--- src/rtl/i2cms_pkg.sv ---
// ----------------------------------------------------------------------------
// i2cms_pkg - shared types and constants of the I2C master transfer sequencer
// Command, status and action codes, the queued operation and the result beat.
// ----------------------------------------------------------------------------
`default_nettype none

package i2cms_pkg;

    // Transmit buffer geometry
    localparam int BUFFER_DEPTH = 16;
    localparam int BUF_AW       = $clog2(BUFFER_DEPTH);

    // Field widths
    localparam int IDX_W  = 4;
    localparam int LEN_W  = 5;
    localparam int BYTE_W = 8;
    localparam int EV_W   = 4;

    // Largest legal transfer length
    localparam logic [LEN_W-1:0] LEN_MAX = LEN_W'(BUFFER_DEPTH);

    // Operation queue between front and back
    localparam int QUEUE_DEPTH = 2;
    localparam int QPTR_W      = $clog2(QUEUE_DEPTH);
    localparam int QCNT_W      = $clog2(QUEUE_DEPTH + 1);

    // Stream widths
    localparam int S_TDATA_W = 40;
    localparam int M_TDATA_W = 40;
    localparam int S_TUSER_W = 2;

    typedef enum logic [1:0] {
        CMD_LOAD  = 2'd0,
        CMD_START = 2'd1,
        CMD_EVENT = 2'd2,
        CMD_NOP   = 2'd3
    } cmd_t;

    typedef enum logic [EV_W-1:0] {
        EV_IDLE        = 4'd0,
        EV_START       = 4'd1,
        EV_REP_START   = 4'd2,
        EV_SLAW_ACK    = 4'd3,
        EV_SLAW_NACK   = 4'd4,
        EV_DATAW_ACK   = 4'd5,
        EV_DATAW_NACK  = 4'd6,
        EV_ARB_LOST    = 4'd7,
        EV_SLAR_ACK    = 4'd8,
        EV_SLAR_NACK   = 4'd9,
        EV_DATAR_ACK   = 4'd10,
        EV_DATAR_NACK  = 4'd11,
        EV_OTHER       = 4'd12
    } status_ev_t;

    typedef enum logic [1:0] {
        RPL_OK      = 2'd0,
        RPL_BAD_LEN = 2'd1,
        RPL_BUSY    = 2'd2,
        RPL_OFF     = 2'd3
    } reply_t;

    typedef enum logic [1:0] {
        SA_NONE  = 2'd0,
        SA_START = 2'd1,
        SA_CLEAR = 2'd2
    } start_act_t;

    typedef enum logic [1:0] {
        ACK_KEEP = 2'd0,
        ACK_ON   = 2'd1,
        ACK_OFF  = 2'd2
    } ack_act_t;

    typedef enum logic [1:0] {
        OUTC_UNKNOWN = 2'd0,
        OUTC_OK      = 2'd1,
        OUTC_FAIL    = 2'd2
    } outcome_t;

    // Classified operation, as queued from front to back
    typedef struct packed {
        cmd_t              kind;
        logic [IDX_W-1:0]  tx_index;
        logic [BYTE_W-1:0] data_byte;
        logic [BYTE_W-1:0] slave_addr;
        logic [LEN_W-1:0]  tx_len;
        logic [LEN_W-1:0]  rx_len;
        status_ev_t        status_ev;
        logic              len_bad;
        logic              load_ok;
    } op_t;

    // One result beat
    typedef struct packed {
        reply_t            reply_code;
        logic              data_out_valid;
        logic [BYTE_W-1:0] data_out;
        start_act_t        start_action;
        logic              stop_request;
        ack_act_t          ack_action;
        logic              rx_valid;
        logic [BYTE_W-1:0] rx_byte;
        logic [IDX_W-1:0]  rx_index;
        logic              busy_res;
        outcome_t          tx_outcome;
        outcome_t          rx_outcome;
    } res_t;

endpackage

`default_nettype wire

--- src/rtl/i2cms_front.sv ---
// ----------------------------------------------------------------------------
// i2cms_front - input stage of the I2C master transfer sequencer
// Accepts input beats, unpacks and classifies them, and hands them to the queue.
// ----------------------------------------------------------------------------
`default_nettype none

module i2cms_front
    import i2cms_pkg::*;
(
    input  wire logic                 clk,
    input  wire logic                 rst_n,
    input  wire logic                 s_tvalid,
    output logic                      s_tready,
    input  wire logic [S_TDATA_W-1:0] s_tdata,
    input  wire logic [S_TUSER_W-1:0] s_tuser,
    output logic                      push_valid,
    input  wire logic                 push_ready,
    output op_t                       push_op
);

    logic stg_valid_reg;
    logic stg_valid_next;
    op_t  stg_op_reg;
    op_t  dec_op;
    logic take;

    // Unpack and classify the incoming beat
    always_comb
    begin
        dec_op.kind       = cmd_t'(s_tuser[1:0]);
        dec_op.tx_index   = s_tdata[3:0];
        dec_op.data_byte  = s_tdata[11:4];
        dec_op.slave_addr = s_tdata[19:12];
        dec_op.tx_len     = s_tdata[24:20];
        dec_op.rx_len     = s_tdata[29:25];
        dec_op.status_ev  = status_ev_t'(s_tdata[33:30]);
        dec_op.len_bad    = ((s_tdata[24:20] == '0) && (s_tdata[29:25] == '0))
                            || (s_tdata[24:20] > LEN_MAX)
                            || (s_tdata[29:25] > LEN_MAX);
        dec_op.load_ok    = (LEN_W'(s_tdata[3:0]) < LEN_MAX);
    end

    // Take a beat when the stage is empty or drains this cycle
    assign s_tready   = !stg_valid_reg || push_ready;
    assign take       = s_tvalid && s_tready;
    assign push_valid = stg_valid_reg;
    assign push_op    = stg_op_reg;

    always_comb
    begin
        stg_valid_next = take || (stg_valid_reg && !push_ready);
    end

    always_ff @(posedge clk or negedge rst_n)
    begin
        if (!rst_n)
        begin
            stg_valid_reg <= 1'b0;
        end
        else
        begin
            stg_valid_reg <= stg_valid_next;
        end
    end

    // Hold the classified operation
    always_ff @(posedge clk)
    begin
        if (take)
        begin
            stg_op_reg <= dec_op;
        end
    end

endmodule

`default_nettype wire

--- src/rtl/i2cms_queue.sv ---
// ----------------------------------------------------------------------------
// i2cms_queue - operation queue of the I2C master transfer sequencer
// Short register FIFO that lets the front and the back stall independently.
// ----------------------------------------------------------------------------
`default_nettype none

module i2cms_queue
    import i2cms_pkg::*;
(
    input  wire logic clk,
    input  wire logic rst_n,
    input  wire logic push_valid,
    output logic      push_ready,
    input  wire op_t  push_op,
    output logic      pop_valid,
    input  wire logic pop_ready,
    output op_t       pop_op
);

    op_t               slot_reg [QUEUE_DEPTH];
    logic [QPTR_W-1:0] wr_ptr_reg;
    logic [QPTR_W-1:0] wr_ptr_next;
    logic [QPTR_W-1:0] rd_ptr_reg;
    logic [QPTR_W-1:0] rd_ptr_next;
    logic [QCNT_W-1:0] count_reg;
    logic [QCNT_W-1:0] count_next;
    logic              push;
    logic              pop;

    assign push_ready = (count_reg != QCNT_W'(QUEUE_DEPTH));
    assign pop_valid  = (count_reg != '0);
    assign pop_op     = slot_reg[rd_ptr_reg];
    assign push       = push_valid && push_ready;
    assign pop        = pop_valid && pop_ready;

    // Advance pointers and fill count
    always_comb
    begin
        wr_ptr_next = wr_ptr_reg;
        rd_ptr_next = rd_ptr_reg;
        count_next  = count_reg;
        if (push)
        begin
            wr_ptr_next = (wr_ptr_reg == QPTR_W'(QUEUE_DEPTH - 1)) ? '0
                          : wr_ptr_reg + QPTR_W'(1);
        end
        if (pop)
        begin
            rd_ptr_next = (rd_ptr_reg == QPTR_W'(QUEUE_DEPTH - 1)) ? '0
                          : rd_ptr_reg + QPTR_W'(1);
        end
        case ({push, pop})
            2'b10:   count_next = count_reg + QCNT_W'(1);
            2'b01:   count_next = count_reg - QCNT_W'(1);
            default: count_next = count_reg;
        endcase
    end

    always_ff @(posedge clk or negedge rst_n)
    begin
        if (!rst_n)
        begin
            wr_ptr_reg <= '0;
            rd_ptr_reg <= '0;
            count_reg  <= '0;
        end
        else
        begin
            wr_ptr_reg <= wr_ptr_next;
            rd_ptr_reg <= rd_ptr_next;
            count_reg  <= count_next;
        end
    end

    // Store the pushed operation
    always_ff @(posedge clk)
    begin
        if (push)
        begin
            slot_reg[wr_ptr_reg] <= push_op;
        end
    end

endmodule

`default_nettype wire

--- src/rtl/i2cms_back.sv ---
// ----------------------------------------------------------------------------
// i2cms_back - execution stage of the I2C master transfer sequencer
// Carries out queued operations against the transfer state, one per cycle
// unless the output stalls, and registers each result beat for m_tdata.
// ----------------------------------------------------------------------------
`default_nettype none

module i2cms_back
    import i2cms_pkg::*;
(
    input  wire logic                 clk,
    input  wire logic                 rst_n,
    input  wire logic                 bus_enabled,
    input  wire logic                 pop_valid,
    output logic                      pop_ready,
    input  wire op_t                  pop_op,
    output logic                      m_tvalid,
    input  wire logic                 m_tready,
    output logic [M_TDATA_W-1:0]      m_tdata
);

    logic              busy_reg,   busy_next;
    logic [BYTE_W-1:0] addr_reg,   addr_next;
    logic [LEN_W-1:0]  wleft_reg,  wleft_next;
    logic [LEN_W-1:0]  wcnt_reg,   wcnt_next;
    logic [LEN_W-1:0]  rlen_reg,   rlen_next;
    logic [LEN_W-1:0]  rcnt_reg,   rcnt_next;
    outcome_t          wres_reg,   wres_next;
    outcome_t          rres_reg,   rres_next;
    logic              out_valid_reg, out_valid_next;
    res_t              res_reg;
    res_t              res_next;
    logic [BYTE_W-1:0] wbuf_reg [BUFFER_DEPTH];

    logic              take;
    logic              wr_more;
    logic              rx_take;
    logic [LEN_W-1:0]  rcnt_after;
    logic [BYTE_W-1:0] wbuf_rd;

    // Execute when the output register is free or drains this cycle
    assign pop_ready = !out_valid_reg || m_tready;
    assign take      = pop_valid && pop_ready;

    assign wr_more    = (wcnt_reg < wleft_reg) && (wcnt_reg < LEN_MAX);
    assign wbuf_rd    = wbuf_reg[wcnt_reg[BUF_AW-1:0]];
    assign rx_take    = (rcnt_reg < rlen_reg);
    assign rcnt_after = rcnt_reg + LEN_W'(rx_take);

    // Decide the controller action and the next transfer state
    always_comb
    begin
        busy_next  = busy_reg;
        addr_next  = addr_reg;
        wleft_next = wleft_reg;
        wcnt_next  = wcnt_reg;
        rlen_next  = rlen_reg;
        rcnt_next  = rcnt_reg;
        wres_next  = wres_reg;
        rres_next  = rres_reg;

        res_next                = '0;
        res_next.reply_code     = RPL_OK;
        res_next.start_action   = SA_NONE;
        res_next.ack_action     = ACK_KEEP;

        case (pop_op.kind)
            CMD_START:
            begin
                if (pop_op.len_bad)
                begin
                    res_next.reply_code = RPL_BAD_LEN;
                end
                else if (busy_reg)
                begin
                    res_next.reply_code = RPL_BUSY;
                end
                else if (!bus_enabled)
                begin
                    res_next.reply_code = RPL_OFF;
                end
                else
                begin
                    busy_next  = 1'b1;
                    addr_next  = pop_op.slave_addr;
                    wleft_next = pop_op.tx_len;
                    wcnt_next  = '0;
                    rlen_next  = pop_op.rx_len;
                    rcnt_next  = '0;
                    if (pop_op.tx_len != '0)
                    begin
                        wres_next = OUTC_UNKNOWN;
                    end
                    if (pop_op.rx_len != '0)
                    begin
                        rres_next = OUTC_UNKNOWN;
                    end
                    res_next.start_action = SA_START;
                end
            end
            CMD_EVENT:
            begin
                case (pop_op.status_ev)
                    EV_IDLE:
                    begin
                        res_next.ack_action = ACK_KEEP;
                    end
                    EV_START, EV_REP_START:
                    begin
                        res_next.start_action   = SA_CLEAR;
                        res_next.data_out_valid = 1'b1;
                        res_next.data_out       = {addr_reg[BYTE_W-1:1],
                                                   (wleft_reg == '0)};
                    end
                    EV_SLAW_ACK:
                    begin
                        if (wr_more)
                        begin
                            res_next.data_out_valid = 1'b1;
                            res_next.data_out       = wbuf_rd;
                            wcnt_next               = wcnt_reg + LEN_W'(1);
                        end
                        res_next.ack_action = ACK_ON;
                    end
                    EV_DATAW_ACK:
                    begin
                        if (wr_more)
                        begin
                            res_next.data_out_valid = 1'b1;
                            res_next.data_out       = wbuf_rd;
                            wcnt_next               = wcnt_reg + LEN_W'(1);
                        end
                        else
                        begin
                            // Write phase done: turn around or stop
                            if ((rcnt_reg == '0) && (rlen_reg != '0))
                            begin
                                res_next.start_action = SA_START;
                            end
                            else
                            begin
                                res_next.stop_request = 1'b1;
                                busy_next             = 1'b0;
                            end
                            wleft_next = '0;
                            wres_next  = OUTC_OK;
                        end
                        res_next.ack_action = ACK_ON;
                    end
                    EV_SLAW_NACK, EV_DATAW_NACK:
                    begin
                        res_next.stop_request = 1'b1;
                        res_next.ack_action   = ACK_ON;
                        busy_next             = 1'b0;
                        wleft_next            = '0;
                        wres_next             = OUTC_FAIL;
                    end
                    EV_ARB_LOST:
                    begin
                        res_next.start_action = SA_START;
                        res_next.ack_action   = ACK_ON;
                        busy_next             = 1'b0;
                    end
                    EV_DATAR_ACK:
                    begin
                        if (rx_take)
                        begin
                            res_next.rx_valid = 1'b1;
                            res_next.rx_byte  = pop_op.data_byte;
                            res_next.rx_index = rcnt_reg[IDX_W-1:0];
                        end
                        rcnt_next           = rcnt_after;
                        res_next.ack_action = ((rcnt_after + LEN_W'(1)) < rlen_reg)
                                              ? ACK_ON : ACK_OFF;
                    end
                    EV_SLAR_ACK:
                    begin
                        res_next.ack_action = ((rcnt_reg + LEN_W'(1)) < rlen_reg)
                                              ? ACK_ON : ACK_OFF;
                    end
                    EV_DATAR_NACK:
                    begin
                        if (rx_take)
                        begin
                            res_next.rx_valid = 1'b1;
                            res_next.rx_byte  = pop_op.data_byte;
                            res_next.rx_index = rcnt_reg[IDX_W-1:0];
                        end
                        rcnt_next             = rcnt_after;
                        res_next.stop_request = 1'b1;
                        res_next.ack_action   = ACK_ON;
                        busy_next             = 1'b0;
                        rres_next             = OUTC_OK;
                    end
                    EV_SLAR_NACK:
                    begin
                        res_next.stop_request = 1'b1;
                        res_next.ack_action   = ACK_ON;
                        busy_next             = 1'b0;
                        rres_next             = OUTC_FAIL;
                    end
                    default:
                    begin
                        res_next.stop_request = 1'b1;
                        res_next.ack_action   = ACK_ON;
                        busy_next             = 1'b0;
                    end
                endcase
            end
            default:
            begin
                res_next.reply_code = RPL_OK;
            end
        endcase

        res_next.busy_res   = busy_next;
        res_next.tx_outcome = wres_next;
        res_next.rx_outcome = rres_next;
    end

    // Output register valid
    always_comb
    begin
        out_valid_next = take || (out_valid_reg && !m_tready);
    end

    always_ff @(posedge clk or negedge rst_n)
    begin
        if (!rst_n)
        begin
            busy_reg      <= 1'b0;
            addr_reg      <= '0;
            wleft_reg     <= '0;
            wcnt_reg      <= '0;
            rlen_reg      <= '0;
            rcnt_reg      <= '0;
            wres_reg      <= OUTC_UNKNOWN;
            rres_reg      <= OUTC_UNKNOWN;
            out_valid_reg <= 1'b0;
        end
        else
        begin
            out_valid_reg <= out_valid_next;
            if (take)
            begin
                busy_reg  <= busy_next;
                addr_reg  <= addr_next;
                wleft_reg <= wleft_next;
                wcnt_reg  <= wcnt_next;
                rlen_reg  <= rlen_next;
                rcnt_reg  <= rcnt_next;
                wres_reg  <= wres_next;
                rres_reg  <= rres_next;
            end
        end
    end

    // Hold the result beat and load the transmit buffer
    always_ff @(posedge clk)
    begin
        if (take)
        begin
            res_reg <= res_next;
        end
        if (take && (pop_op.kind == CMD_LOAD) && pop_op.load_ok)
        begin
            wbuf_reg[pop_op.tx_index[BUF_AW-1:0]] <= pop_op.data_byte;
        end
    end

    assign m_tvalid = out_valid_reg;
    assign m_tdata  = {6'd0,
                       res_reg.rx_outcome,
                       res_reg.tx_outcome,
                       res_reg.busy_res,
                       res_reg.rx_index,
                       res_reg.rx_byte,
                       res_reg.rx_valid,
                       res_reg.ack_action,
                       res_reg.stop_request,
                       res_reg.start_action,
                       res_reg.data_out,
                       res_reg.data_out_valid,
                       res_reg.reply_code};

`ifndef SYNTH
    // Write count never runs past the buffer
    assert property (@(posedge clk) disable iff (!rst_n) wcnt_reg <= LEN_MAX)
        else $error("write count beyond buffer depth");

    // Read count never runs past the read length
    assert property (@(posedge clk) disable iff (!rst_n) rcnt_reg <= rlen_reg)
        else $error("read count beyond read length");

    // An accepted start leaves the sequencer busy
    assert property (@(posedge clk) disable iff (!rst_n)
        take && (pop_op.kind == CMD_START) && (res_next.reply_code == RPL_OK)
        |=> busy_reg)
        else $error("accepted start did not set busy");

    // A stop request always ends the transfer
    assert property (@(posedge clk) disable iff (!rst_n)
        take && res_next.stop_request |=> !busy_reg)
        else $error("stop requested while still busy");
`endif

endmodule

`default_nettype wire

--- src/rtl/i2c_master_transfer_sequencer.sv ---
// ----------------------------------------------------------------------------
// i2c_master_transfer_sequencer - I2C master transfer sequencer for one bus
//
//   channel   dir  handshake           payload
//   s_*       in   s_tvalid/s_tready   tdata: op fields, tuser: cmd
//   m_*       out  m_tvalid/m_tready   tdata: one result beat per input beat
//   cfg_*     in   cfg_wr_en           cfg_wr_data: bus_enabled
//
// One beat per cycle sustained unless the output stalls. Each beat passes the
// input stage, the two-entry queue and the execution stage with its output
// register; the last retires one operation a cycle against the transfer state.
// Reset clears all control state; the transmit buffer holds no reset value.
// Either side may stall independently; the queue absorbs the difference.
// ----------------------------------------------------------------------------
`default_nettype none

module i2c_master_transfer_sequencer
    import i2cms_pkg::*;
(
    input  wire logic                 clk,
    input  wire logic                 rst_n,
    input  wire logic                 cfg_wr_en,
    input  wire logic                 cfg_wr_data,
    input  wire logic                 s_tvalid,
    output logic                      s_tready,
    // tx_index[3:0], data_byte[11:4], slave_addr[19:12], tx_len[24:20],
    // rx_len[29:25], status_event[33:30], zero pad[39:34]
    input  wire logic [S_TDATA_W-1:0] s_tdata,
    // cmd[1:0]
    input  wire logic [S_TUSER_W-1:0] s_tuser,
    output logic                      m_tvalid,
    input  wire logic                 m_tready,
    // reply_code[1:0], data_out_valid[2], data_out[10:3], start_action[12:11],
    // stop_request[13], ack_action[15:14], rx_valid[16], rx_byte[24:17],
    // rx_index[28:25], busy_res[29], tx_outcome[31:30], rx_outcome[33:32],
    // zero pad[39:34]
    output logic [M_TDATA_W-1:0]      m_tdata
);

    logic bus_en_reg;
    logic bus_en_next;
    logic push_valid;
    logic push_ready;
    op_t  push_op;
    logic pop_valid;
    logic pop_ready;
    op_t  pop_op;

    // Hold the bus enable register
    always_comb
    begin
        bus_en_next = cfg_wr_en ? cfg_wr_data : bus_en_reg;
    end

    always_ff @(posedge clk or negedge rst_n)
    begin
        if (!rst_n)
        begin
            bus_en_reg <= 1'b0;
        end
        else
        begin
            bus_en_reg <= bus_en_next;
        end
    end

    i2cms_front u_front (
        .clk        (clk),
        .rst_n      (rst_n),
        .s_tvalid   (s_tvalid),
        .s_tready   (s_tready),
        .s_tdata    (s_tdata),
        .s_tuser    (s_tuser),
        .push_valid (push_valid),
        .push_ready (push_ready),
        .push_op    (push_op)
    );

    i2cms_queue u_queue (
        .clk        (clk),
        .rst_n      (rst_n),
        .push_valid (push_valid),
        .push_ready (push_ready),
        .push_op    (push_op),
        .pop_valid  (pop_valid),
        .pop_ready  (pop_ready),
        .pop_op     (pop_op)
    );

    i2cms_back u_back (
        .clk         (clk),
        .rst_n       (rst_n),
        .bus_enabled (bus_en_reg),
        .pop_valid   (pop_valid),
        .pop_ready   (pop_ready),
        .pop_op      (pop_op),
        .m_tvalid    (m_tvalid),
        .m_tready    (m_tready),
        .m_tdata     (m_tdata)
    );

endmodule

`default_nettype wire

--- config.mk ---
export PLATFORM = sky130hd
export DESIGN_NAME = i2c_master_transfer_sequencer
export DESIGN_NICKNAME = d
export VERILOG_FILES = /design/src/rtl/i2cms_pkg.sv /design/src/rtl/i2cms_front.sv /design/src/rtl/i2cms_queue.sv /design/src/rtl/i2cms_back.sv /design/src/rtl/i2c_master_transfer_sequencer.sv
export SDC_FILE = /design/constraint.sdc
export NUM_CORES = 1
export LEC_CHECK = 0
export BUFFER_PORTS_ARGS = -buffer_cell sky130_fd_sc_hd__buf_2
export CAP_MARGIN = 15
export CORE_MARGIN = 4
export CORE_UTILIZATION = 30
export CTS_CLUSTER_SIZE = 16
export DETAILED_ROUTE_END_ITERATION = 6
export PLACE_DENSITY = 0.46
export SETUP_SLACK_MARGIN = 0.15
export SLEW_MARGIN = 20
export SYNTH_ARGS = -nofsm -noshare
export SYNTH_HDL_FRONTEND = slang
export SYNTH_SLANG_ARGS = --single-unit
--- constraint.sdc ---
create_clock -name clk -period 5 [get_ports clk]
set_input_delay 0.25 -clock clk [delete_from_list [all_inputs] [get_ports clk]]
set_output_delay 0.25 -clock clk [all_outputs]
set_load 0.01 [all_outputs]
==> out/results.tsv <==
stage	metric	value	unit
sta	holdWs	52.9	ps
clocking	postCtsSetupRepairBufs	0	
sta	finalHoldViolations	0	
setup_path	cp_cell_sequence	ha_1, a21o_1, a21o_1, a31oi_1, ha_1, ha_1, ha_1, o211ai_1, o21ai_0, xor2_1, ha_1, a21oi_1, nand2_1, a31oi_1, o21ai_0, a21oi_1	
finish	diodes	0	
floorplan	die_y	216	µm
placement	io_buffer_count	76	
sta	fmax	276	MHz
synthesis	synth_xor_area_share	0.948	%
sta	drv_slew	0	
setup_path	reg2reg_slack	1370	ps
setup_path	path_common_cell	ha_1	
synthesis	ys.flop_type	edfxtp_1	
detailed_routing	drtAntennaViolNets	0	
min_path	min_to	u_back.m_tvalid	
sta	rsz0062_at_grt	false	
setup_path	end_kind	flop	
floorplan	ios	90	
synthesis	yosys.area.top_type	edfxtp_1	
detailed_routing	routed_wl	28700	µm
synthesis	synth_top_cells_by_count	edfxtp_1 (270), nor2_1 (62), dfrtp_1 (39), a21oi_1 (33), mux4_2 (32)	
min_path	whs_path_depth	3	
sta	final-setup-viol-count	0	
synthesis	synth.area.top_cells	edfxtp_1 (63%), dfrtp_1 (7.5%), mux4_2 (5.6%)	
clocking	root_buffer	clkbuf_16	
power_and_ir_drop	p_leak	5.55	nW
synthesis	ys_types	76	
placement	dpl.hpwl	19200	µm
power_and_ir_drop	ir_drop	0.000210	V
setup_path	cp-start-kind	flop	
synthesis	netlist_area	12900	µm²
synthesis	synth_enable_flop_cells	270	
sta	min_period	3630	ps
synthesis	avgSynthCellArea	16.3	µm²
detailed_routing	drc	0	
power_and_ir_drop	power	0.00900	W
finish	largest_reg_flops	128	
global_routing	antenna_found_initial	0	
floorplan	rows	75	
sta	finalClockSkew	14.5	ps
sta	worst_pin_slew	1070	ps
setup_path	arrival	3970	ps
detailed_routing	avgRoutedWirePerCell	18.8	µm
synthesis	synthSimpleGateAreaFrac	7.08	%
setup_path	crit_type	reg -> reg	
setup_path	slowest_stage	dfrtp_1	
detailed_routing	vias	7056	
global_routing	first_global_vias	7041	
finish	final_cell_area	15500	µm²
min_path	holdCritPathClass	in -> reg	
power_and_ir_drop	powerDensity	581	nW/µm²
floorplan	initial_core_util	30.6	%
setup_path	r2r_end	u_back.m_tdata[14]	
sta	fin_crit_sh	72.5	%
global_routing	overflow	0	
synthesis	postSynth.asyncResetShare	12.6	%
clocking	clock_sinks	309	
synthesis	ys_warn_count	0	
sta	tns	0	ps
setup_path	reg2reg_from	u_back.rcnt_reg[1]	
setup_path	worstPathRequired	5340	ps
synthesis	synth.area.mux_share	9.43	%
floorplan	fp.coreArea	42300	µm²
detailed_routing	first_iter_violations	401	
floorplan	die_w	216	µm
synthesis	synth-adder-area-share	2.51	%
sta	layout_setup_ws	1370	ps
clocking	cts_tree	built	
detailed_routing	drtPass1Iterations	4	
min_path	min_from	m_tready	
placement	place_area	13900	µm²
clocking	clk_pin_slew	50	ps
clocking	cts_made_buffers	36	
setup_path	crit_fanout	7	
outcome	status	finished clean	
global_routing	grt_max_degree	43	
placement	pre_cts_ws	1400	ps
clocking	clk_latency	520	ps
synthesis	yosysMostFrequentCell	edfxtp_1	
global_routing	track_usage	12.2	%
clocking	cts_max_level	2	
floorplan	die_area	46500	µm²
synthesis	synth_top_area_share	62.7	%
sta	relSlewSlack	28.4	%
synthesis	ys_seq_area_share	70.2	%
detailed_routing	via_per_inst	4.61	
setup_path	r2r_cells	16	
finish	area_delta_synth_final	19.7	%
synthesis	synth_compound_area_share	7.35	%
clocking	cts.path.max_buffers	3	
setup_path	slowest_delay	450	ps
placement	gp_routability_congestion	0.782	
finish	nNetsFinal	999	
synthesis	synth-seq-cells	309	
finish	drive_gt1_share	21.7	%
run	maxCapViolations	0	
synthesis	synthCells	795	
synthesis	synth_top_family_by_area	multiplexers	
global_routing	grt_first_pass_wirelength	43900	µm
clocking	cts_resized	0	
[through the flow]
step / instances / util [%]
final: 1529 / 36.6
after global routing: 1529 / 36.6
after CTS: 1529 / 36.6
after detailed placement: 1425 / 32.9
after global placement: 1424 / 32.8
after floorplan: 800 / -
[routing by layer]
layer | part of all wire [%] | global-route usage (%) | vias to the layer above
li1 | - | - | 3350
met1 | 51 | 19.0 | 3506
met2 | 42 | 17.3 | 162
met3 | 5.0 | 2.52 | 38
met4 | 1.9 | 3.37 | 0
met5 | 0 | 0 | -
[area by class of cell]
| type | count | area (µm²) |
|---|---|---|
| multi-input cells | 432 | 3560 |
| well taps | 577 | 722 |
| repair buffers | 125 | 858 |
| flip-flops and latches | 309 | 9090 |
| clock inverters | 20 | 238 |
| inverters | 21 | 78.8 |
| fillers | 3991 | 26800 |
| clock buffers | 45 | 935 |
[worst max-delay path by stage]
stage	start	endpoint	slack [ps]	cells past startpoint
2_1_floorplan	u_back.rcnt_reg[1]	u_back.m_tdata[14]	1740	16
3_3_place_gp	u_back.rcnt_reg[1]	u_back.m_tdata[14]	1330	16
3_5_place_dp	u_back.rcnt_reg[1]	u_back.m_tdata[14]	1400	16
4_1_cts	u_back.rcnt_reg[1]	u_back.m_tdata[14]	1380	16
5_1_grt	u_back.rcnt_reg[1]	u_back.m_tdata[14]	1080	16
6_report	u_back.rcnt_reg[1]	u_back.m_tdata[14]	1370	16
[critical path: cells and delay by family (launching register included)]
kind | cells | cell delay [ps]
adders and majority gates | 5 | 1350
xor gates and xnor gates | 1 | 160
AOI/OAI and AO/OA | 9 | 1440
DFF | 1 | 450
and+or+nand+nor | 1 | 60
[power by group]
| group | switching (W) | internal, W |
|---|---|---|
| sequential | 0.000368 | 0.00357 |
| combinational | 0.00152 | 0.000932 |
| clock | 0.00102 | 0.00159 |
[logic make-up after synthesis]
group                    Yosys count
flip-flops                       309
XOR/XNOR                          14
buffers and inverters             59
AND/OR/NAND/NOR                  178
AO/OA/AOI/OAI                    129
adder cells (fa/ha/maj)           26
other                              1
multiplexers                      79
[layout by cell type (no fill, tap or decap), drive strengths merged, types with 3 or more instances in the layout]
| cell type | n |
|---|---|
| nor2 | 63 |
| mux4 | 32 |
| o22ai | 5 |
| nor2b | 14 |
| clkinv | 13 |
| o2bb2ai | 5 |
| a41oi | 3 |
| dlygate4sd3 | 39 |
| nor3 | 10 |
| ha | 26 |
| a22o | 11 |
| conb | 6 |
| edfxtp | 270 |
| o21ai | 15 |
| nand3 | 9 |
| bufinv | 5 |
| or4 | 4 |
| nand3b | 3 |
| and3 | 4 |
| buf | 86 |
| a21o | 7 |
| and2 | 14 |
| nand2b | 5 |
| xor2 | 7 |
| clkbuf | 45 |
| nor4 | 6 |
| a211oi | 11 |
| xnor2 | 7 |
| o211ai | 6 |
| mux2 | 14 |
| a21oi | 34 |
| nand2 | 31 |
| nand4 | 5 |
| or2 | 3 |
| dfrtp | 39 |
| a21bo | 3 |
| mux2i | 33 |
| inv | 23 |
| a31oi | 7 |
[what timing repair did]
action                                  4_1_cts  5_1_grt
hold buffers                                 39        0
endpoints found under the setup margin        0        0
hold endpoints to repair                     76        0
Power figures use the tool's default switching activity.
